$ cat config.mk
export PLATFORM = sky130hd
export DESIGN_NAME = dpsa_div
export DESIGN_NICKNAME = d
export VERILOG_FILES = /design/src/rtl/dpsa_div.sv
export SDC_FILE = /design/constraint.sdc
export NUM_CORES = 1
export LEC_CHECK = 0
export BUFFER_PORTS_ARGS = -buffer_cell sky130_fd_sc_hd__buf_2
export CORE_MARGIN = 10
export CORE_UTILIZATION = 53
export DETAILED_ROUTE_END_ITERATION = 7
export GPL_TIMING_DRIVEN = 1
export HOLD_SLACK_MARGIN = 0.03
export PLACE_DENSITY_LB_ADDON = 0.05
export SLEW_MARGIN = 20
export SYNTH_ARGS = -nofsm -noshare
export SYNTH_HDL_FRONTEND = slang
export SYNTH_SLANG_ARGS = --single-unit
$ cat constraint.sdc
create_clock -name clk -period 9.7 [get_ports clk]
set_input_delay 0.485 -clock clk [delete_from_list [all_inputs] [get_ports clk]]
set_output_delay 0.485 -clock clk [all_outputs]
set_load 0.02 [all_outputs]
$ cat src/rtl/dpsa_div.sv
// Division by a constant through a precomputed reciprocal, one dividend slice per cycle.
module dpsa_div #(
  parameter int DW  = 56,
  parameter int DIV = 150
) (
  input  logic          clk,
  input  logic          rst,
  input  logic          start,
  input  logic [DW-1:0] dividend,
  output logic          done,
  output logic [DW-1:0] quotient
);
  localparam int LW  = $clog2(DIV);
  localparam int KW  = DW + LW;               // reciprocal scale
  localparam int MW  = DW + 2;                // reciprocal width
  localparam int CH  = 16;                    // dividend slice per cycle
  localparam int NCH = (DW + CH - 1) / CH;
  localparam int XW  = NCH * CH;
  localparam int AW  = XW + MW;
  localparam int CW  = $clog2(NCH + 1);

  // ceil(2^KW / DIV): exact floor quotient for every DW-bit dividend
  localparam logic [MW-1:0] RECIP =
    MW'(((128'd1 << KW) + 128'(DIV - 1)) / 128'(DIV));

  logic [XW-1:0]    x;
  logic [AW-1:0]    acc;
  logic [CH+MW-1:0] part;
  logic [CW-1:0]    cnt;
  logic             busy;

  assign part     = x[XW-1 -: CH] * RECIP;
  assign quotient = DW'(acc >> KW);

  always_ff @(posedge clk) begin
    if (rst) begin
      busy <= 1'b0;
      done <= 1'b0;
      cnt  <= '0;
    end else begin
      done <= 1'b0;
      if (start) begin
        x    <= XW'(dividend);
        acc  <= '0;
        cnt  <= CW'(NCH);
        busy <= 1'b1;
      end else if (busy) begin
        // Horner step: shift in the next partial product, most significant slice first
        acc <= {acc[AW-CH-1:0], {CH{1'b0}}} + AW'(part);
        x   <= {x[XW-CH-1:0], {CH{1'b0}}};
        cnt <= cnt - 1'b1;
        if (cnt == CW'(1)) begin
          busy <= 1'b0;
          done <= 1'b1;
        end
      end
    end
  end
endmodule

==> results.ini <==
[finish]
multiInputGateArea_sq_mm=0.0134
area_growth_pct=5.48
antenna_cells=0
ff_latch_area_sq_mm=0.00563
drive_above_1_share_pct=10.5
nFillCells=3585
instances_no_fill=2675
nets=2666

[detailed_routing]
highest_layer=met4
drt-total-wl_mm=63.5
vias_per_cell=5.71
wl_met2_mm=29.0
dr.pass1.iters=5
met3_length_mm=4.55
drt_iter0_markers=1428
ant_nets=0
wirelength_met1_mm=28.6
via_count=15300
avgRoutedWirePerCell_um=23.7
drc=0

[cts]
postCtsResizedCells=0
cts_max_level=4
cts_sinks=189
root_buffer=clkbuf_16
ctsHoldBuffers=0
clock_latency_ns=0.50
clkTransAtPathRegs_ns=0.08
cts_tree=done
post-cts-setup-buffer-count=0
clockBufferDepth=2
cts_buffers=17

[placed_design]
dp_hpwl_mm=53.1
port_buffers=115
dp_cells=2644
gp_congestion=0.990

[logic_synthesis]
synth_ff_type=edfxtp_1
synth_edf_count=184
synth_top_area_share_pct=25.9
ys_ff_latch=189
async_flop_share_pct=0
synth_area_sq_mm=0.0213
ys_top_cells_by_count=411 x inv_1, 242 x fa_1, 227 x ha_1
syn_inst=2114
yosysMostFrequentCell=inv_1
ys.warnings.count=0
synth_top_area_cell=edfxtp_1
syn_area_per_cell_sq_um=10.1
synthTopCellsByArea=edfxtp_1 26%, fa_1 23%, ha_1 13%, inv_1 7.2%, nor2_1 2.7%
synthesis.nets=2642
seq_area_frac_synth_pct=26.4
synth.distinct_cells=78

[die]
num_io_pins=116
dieArea_sq_mm=0.0487
coreArea_sq_mm=0.0397
die_w_um=221
die_h_um=221
rows=73
initial_core_util_pct=53.7

[global_routing]
grt_pass1_wl_mm=95.5
antenna_found_initial=0
track_usage_pct=26.8
gr-total-overflow=0
grt_pass1_vias=15600
grt_max_degree=83

[sta]
post-route-min-period_ns=7.84
setup_viol=0
period_share_pct=80.8
skew_ns=0.0131
drv_slew=0
rsz0062_at_grt=no
clock.fmax_mhz=128
finalSetupTns_ns=0
maxSlewHeadroom_pct=33.7
hold_violations=0
worstMarginPinSlew_ns=0.995

[worst_setup_path]
startpoint_type=flop
worst-setup-path-type=reg -> reg
path_max_fanout=9
reg2reg_setup_slack_ns=1.86
worst_setup_path_end_kind=flop
arrival_ns=8.06
critPathRequiredTime_ns=9.92

[run]
drv_cap=0

[status]
outcome=finished clean

[min_path]
hold_class=in -> reg

## worst paths after layout
check	startpoint	to	cells past startpoint
min reg2reg	cnt[1]	cnt[1]	2
min	rst	cnt[2]	2
max reg2reg	x[62]	acc[113]	21
max	x[62]	acc[113]	21
## per-stage QoR
stage,utilization [%],worst slack (ns),instance area [sq um],hold WS [ns]
5_1_grt,56.6,1.52,22500,0.249
2_1_floorplan,-,3.04,21300,0.471
3_5_place_dp,55.1,1.87,21900,0.506
3_3_place_gp,55.1,1.75,21900,0.485
4_1_cts,56.6,1.85,22500,0.221
6_report,56.6,1.86,22500,0.267
## metal layers
layer | vias up | track usage (%)
met5 | - | 0
met4 | 0 | 7.66
met3 | 60 | 5.00
met2 | 572 | 41.3
met1 | 7661 | 37.9
li1 | 6990 | -
## sequential cells by signal, summed over array words and instances (netlist names)
register and cells:
cnt 3, done 1, busy 1, x 64
acc 120
## critical path: stages, from the launching register on
cell,delay (ns)
edfxtp_1,0.56
fa_1,0.54
fa_1,0.50
inv_1,0.06
fa_1,0.50
fa_1,0.55
inv_1,0.15
fa_1,0.60
inv_1,0.07
fa_1,0.54
inv_1,0.04
ha_1,0.35
nand2_1,0.15
o21ai_1,0.24
a21oi_1,0.10
a211oi_1,0.54
o2111ai_1,0.40
a31oi_1,0.46
o21ai_2,0.24
a2111oi_0,0.66
xnor2_1,0.24
nor2_1,0.07
## kinds of logic after synthesis
logic type,share of synthesized area (%)
AO/OA/AOI/OAI,9.92
buffers and inverters,10.7
multiplexers,2.48
adder cells (fa/ha/maj),36.0
AND/OR/NAND/NOR,10.7
XOR/XNOR,3.82
flip-flops,26.4
## layout make-up
type	count	area share, %
flip-flops and latches	189	25.0
clock inverters	14	0.818
well taps	525	2.92
repair buffers	121	2.79
inverters	411	6.86
multi-input cells	1398	59.7
clock buffers	17	1.89
## placed cells by master (no fill, tap or decap), types with 28 or more instances in the layout
cell,synthesis,layout
inv_1,411,411
fa_1,242,242
ha_1,227,227
edfxtp_1,184,184
nor2_1,156,155
buf_2,10,114
a21oi_1,113,113
nand2_1,87,87
xnor2_1,56,56
a21o_1,53,53
o21ai_0,49,49
mux2_2,46,46
nand4_1,38,38
xor2_1,37,37
nand3_1,32,32
nor2b_1,28,28
Power is left out: the tool's default activity adds up to more than one toggle a clock period on the data nets, which glitch-free logic cannot reach.
