[src/rtl/dpsa_sqrt.sv]
// Integer square root, one root bit (two radicand bits) per cycle.
module dpsa_sqrt #(
  parameter int RW = 48
) (
  input  logic            clk,
  input  logic            rst,
  input  logic            start,
  input  logic [RW-1:0]   radicand,
  output logic            done,
  output logic [RW/2-1:0] root
);
  localparam int HW = RW / 2;
  localparam int CW = $clog2(HW + 1);

  logic [RW-1:0]   rad;
  logic [HW+1:0]   rem;
  logic [CW-1:0]   cnt;
  logic            busy;
  logic [HW+3:0]   t;
  logic [HW+3:0]   trial;

  assign t     = {rem, rad[RW-1:RW-2]};
  assign trial = {2'b00, root, 2'b01};

  always_ff @(posedge clk) begin
    if (rst) begin
      busy <= 1'b0;
      done <= 1'b0;
      cnt  <= '0;
    end else begin
      done <= 1'b0;
      if (start) begin
        rad  <= radicand;
        rem  <= '0;
        root <= '0;
        cnt  <= CW'(HW);
        busy <= 1'b1;
      end else if (busy) begin
        if (t >= trial) begin
          rem  <= (HW+2)'(t - trial);
          root <= {root[HW-2:0], 1'b1};
        end else begin
          rem  <= t[HW+1:0];
          root <= {root[HW-2:0], 1'b0};
        end
        rad <= {rad[RW-3:0], 2'b00};
        cnt <= cnt - 1'b1;
        if (cnt == CW'(1)) begin
          busy <= 1'b0;
          done <= 1'b1;
        end
      end
    end
  end
endmodule

[config.mk]
export PLATFORM = sky130hd
export DESIGN_NAME = dpsa_sqrt
export DESIGN_NICKNAME = d
export VERILOG_FILES = /design/src/rtl/dpsa_sqrt.sv
export SDC_FILE = /design/constraint.sdc
export NUM_CORES = 1
export LEC_CHECK = 0
export ABC_CLOCK_PERIOD_IN_PS = 14100
export BUFFER_PORTS_ARGS = -buffer_cell sky130_fd_sc_hd__buf_2
export CELL_PAD_IN_SITES_DETAIL_PLACEMENT = 1
export CELL_PAD_IN_SITES_GLOBAL_PLACEMENT = 2
export CORE_ASPECT_RATIO = 1.2
export CORE_UTILIZATION = 41
export CTS_CLUSTER_DIAMETER = 40
export DETAILED_ROUTE_END_ITERATION = 6
export PLACE_DENSITY_LB_ADDON = 0.1
export SETUP_SLACK_MARGIN = 0.05
export SYNTH_ARGS = -nofsm -noshare
export SYNTH_HDL_FRONTEND = slang
export SYNTH_SLANG_ARGS = --single-unit
export TNS_END_PERCENT = 100
[constraint.sdc]
create_clock -name clk -period 14.1 [get_ports clk]
set_input_delay 2.82 -clock clk [delete_from_list [all_inputs] [get_ports clk]]
set_output_delay 2.82 -clock clk [all_outputs]
set_load 0.01 [all_outputs]
==> results.yml <==
outcome:
  run_status: "complete, but fails checks"
  violations: "DRC"
critical_path:
  cp-start-kind: "input port"
  worstSetupPathType: "in -> reg"
  worstRegToRegCells: 9
  cp_common_cell: "buf_4"
  cp-end-kind: "register"
  crit_arrival_ps: 4750
  critical_path.top_delay_family: "buffers and inverters"
  critical_path.cell_chain: "buf_4 -> nor2_1 -> nor2_4 -> buf_4"
  r2r_end: "rem[16]"
  crit_required_ps: 14080
  cp_num_buf_inv: 2
  cpPeakStageDelay_ps: 850
  rr_startpoint: "root[17]"
  rrSetupSlack_ps: 10560
  crit_slowest_cell: "buf_4"
  crit_path_max_fanout: 73
final_layout:
  postLayoutCellArea_um2: 6690
  fillCellCount: 1505
  area_delta_synth_final_pct: 13.3
  drive_gt1_share_pct: 24.3
  fin_nets: 667
  antenna_cells: 0
  postLayoutCoreUtil_pct: 48.0
worst_hold_path:
  worstHoldStart: "cnt[1]"
  min_path_cells: 2
  hold_path.class: "reg -> reg"
  hold_end: "cnt[1]"
detailed_routing:
  drt-total-wl_um: 13500
  drt_iter0_drc: 148
  drtAntennaViolNets: 0
  firstDrtPassIters: 7
  via_per_inst: 5.54
  dr_total_vias: 4231
  drc_errors: 4
  routedWlPerCell_um: 17.7
yosys:
  syn_area_um2: 5900
  synth-main-ff-cell: "edfxtp_1"
  syn_inst: 526
  syn_area_per_cell_um2: 11.2
  synth_top_area_cell: "edfxtp_1"
  syn-num-nets: 605
  synth_edf_count: 98
  async_reset_ff_share_pct: 0
  yosys_warnings: 0
  post-synth-top-area-fraction_pct: 49.9
  ys_top_cells_by_area: "edfxtp_1, mux2_2, ha_1"
  ys_seq_elements: 105
  yosysSeqAreaShare_pct: 52.2
  post_synth_num_cell_types: 60
die:
  die_y_um: 133
  dieWidth_um: 112
  ioPinCount: 76
  core-area_um2: 13900
  start_util_pct: 42.3
  dieArea_um2: 14900
  row_count: 47
power:
  total_leakage_power_nw: 2.68
  vdd_drop_max_v: 0.0000812
  power_density_nw_per_um2: 126
  power_mw: 0.841
grt:
  grt_pass1_vias: 4444
  grt_antenna_before_repair: 0
  overflow: 0
  grt_pass1_wl_um: 22500
  grt_max_degree: 80
  grt.total_usage_pct: 19.2
placement:
  place.gp.congestion: 0.767
  hpwl_um: 9570
  port_buffers: 75
  placed_cell_area_um2: 6390
sta:
  rsz0062_at_grt: "no"
  setup_tns_ps: 0
  finalMaxSlewViolations: 0
  relSlewSlack_pct: 29.7
  post-route-period-util_pct: 33.9
  final_hold_viol_count: 0
  finalSetupViolCount: 0
  worst_pin_slew_ps: 1050
  min_period_ps: 4780
  clock_skew_ps: 8.15
  holdWs_ps: 540
  fmax_ghz: 0.209
clock_network:
  tritoncts: "built"
  numClockSinks: 105
  root_buffer: "clkbuf_16"
  ctsResizeCount: 0
  post-cts-setup-buffers: 0
  clock_latency_ps: 350
  cts_max_level: 3
  path_clk_slew_ps: 70
  cts.path.max_buffers: 2
  hold_buffers: 0
  cts_buffers: 9
job:
  drv_cap: 0
cells in the mapped netlist (all sizes together) (2+ instances only):
master	n
a21o	17
edfxtp	98
dfxtp	7
buf	17
and4	2
nand3	17
clkbuf	10
nor4	2
o21bai	4
or3	3
ha	28
inv	34
a211oi	5
xnor2	13
o41ai	2
o21a	5
nor3	8
mux2	47
o2111ai	2
and2	3
nor2	41
and3b	2
nand4	7
o211ai	4
a2111oi	2
o21ai	21
a21oi	36
nand2	41
nand2b	4
xor2	3
nor4b	3
and3	6
a41oi	4
mux2i	2
nor2b	8
per-stage QoR:
stage	instances	setup slack, ps
floorplan	526	5970
global placement	748	8990
detailed placement	748	8890
CTS	764	9280
global route	764	9130
finish	764	9320
how the worst max path moves through the flow:
| stage | from | end | slack (ps) | cells past startpoint |
|---|---|---|---|---|
| global placement | start | rad[34] | 8990 | 4 |
| floorplan | start | rad[0] | 5970 | 4 |
| CTS | start | rem[16] | 9280 | 4 |
| finish | start | rad[1] | 9320 | 4 |
| global route | start | rem[16] | 9130 | 4 |
| detailed placement | start | rad[36] | 8890 | 4 |
logic make-up (layout without fill, tap and decap cells):
logic type / count (synthesis) / count (layout) / share of synthesized area (%)
XOR/XNOR: 16 / 16 / 2.37
adder cells (fa/ha/maj): 28 / 28 / 5.94
multiplexers: 49 / 49 / 9.31
AO/OA/AOI/OAI: 117 / 117 / 13.3
AND/OR/NAND/NOR: 150 / 150 / 12.5
buffers and inverters: 61 / 128 / 4.35
flip-flops: 105 / 105 / 52.2
routing by layer:
metal	wire length [µm]	vias up	track usage (%)
met4	133	0	7.21
met5	0	-	0
met2	7050	66	33.8
met3	529	8	4.00
met1	5820	2087	23.2
li1	-	2070	-
layout by cell type, fill, tap and decap left out, types with 5 or more instances in the layout:
cell type	netlist	routed
clkbuf_16	0	9
nand3_1	16	16
nor3_1	7	7
ha_1	28	28
dfxtp_1	7	7
edfxtp_1	98	98
a21o_1	17	17
o21a_1	5	5
nor2_1	41	40
a21oi_1	35	35
xnor2_1	13	13
nor2b_1	8	8
mux2_2	47	47
buf_2	10	74
a211oi_1	5	5
and3_1	6	6
inv_1	34	34
nand4_1	7	7
nand2_1	41	41
o21ai_0	19	19
layout make-up:
class | count | area (µm²) | area share, %
clock buffers | 10 | 229 | 3.42
clock inverters | 6 | 65.1 | 0.973
inverters | 34 | 128 | 1.91
multi-input cells | 360 | 2570 | 38.4
flip-flops and latches | 105 | 3080 | 46.1
well taps | 171 | 214 | 3.20
repair buffers | 78 | 400 | 5.99
power breakdown:
group	internal [mW]	switching [mW]	leakage [nW]
Combinational	0.0838	0.120	1.54
Sequential	0.374	0.0118	1.01
Clock	0.139	0.114	0.140
worst reg2reg max path: cells and delay by family (launching register included):
kind | cells | cell delay, ps
AOI/OAI and AO/OA | 6 | 2310
and+or+nand+nor | 1 | 110
DFF | 1 | 370
buffers and inverters | 1 | 80
adders and majority gates | 1 | 420
state kept, by name, summed over array words and instances, names as in the netlist:
name / cells
rad: 48
root: 24
done: 1
cnt: 5
rem: 26
busy: 1
Note: power is estimated with default switching activity, not from simulation.
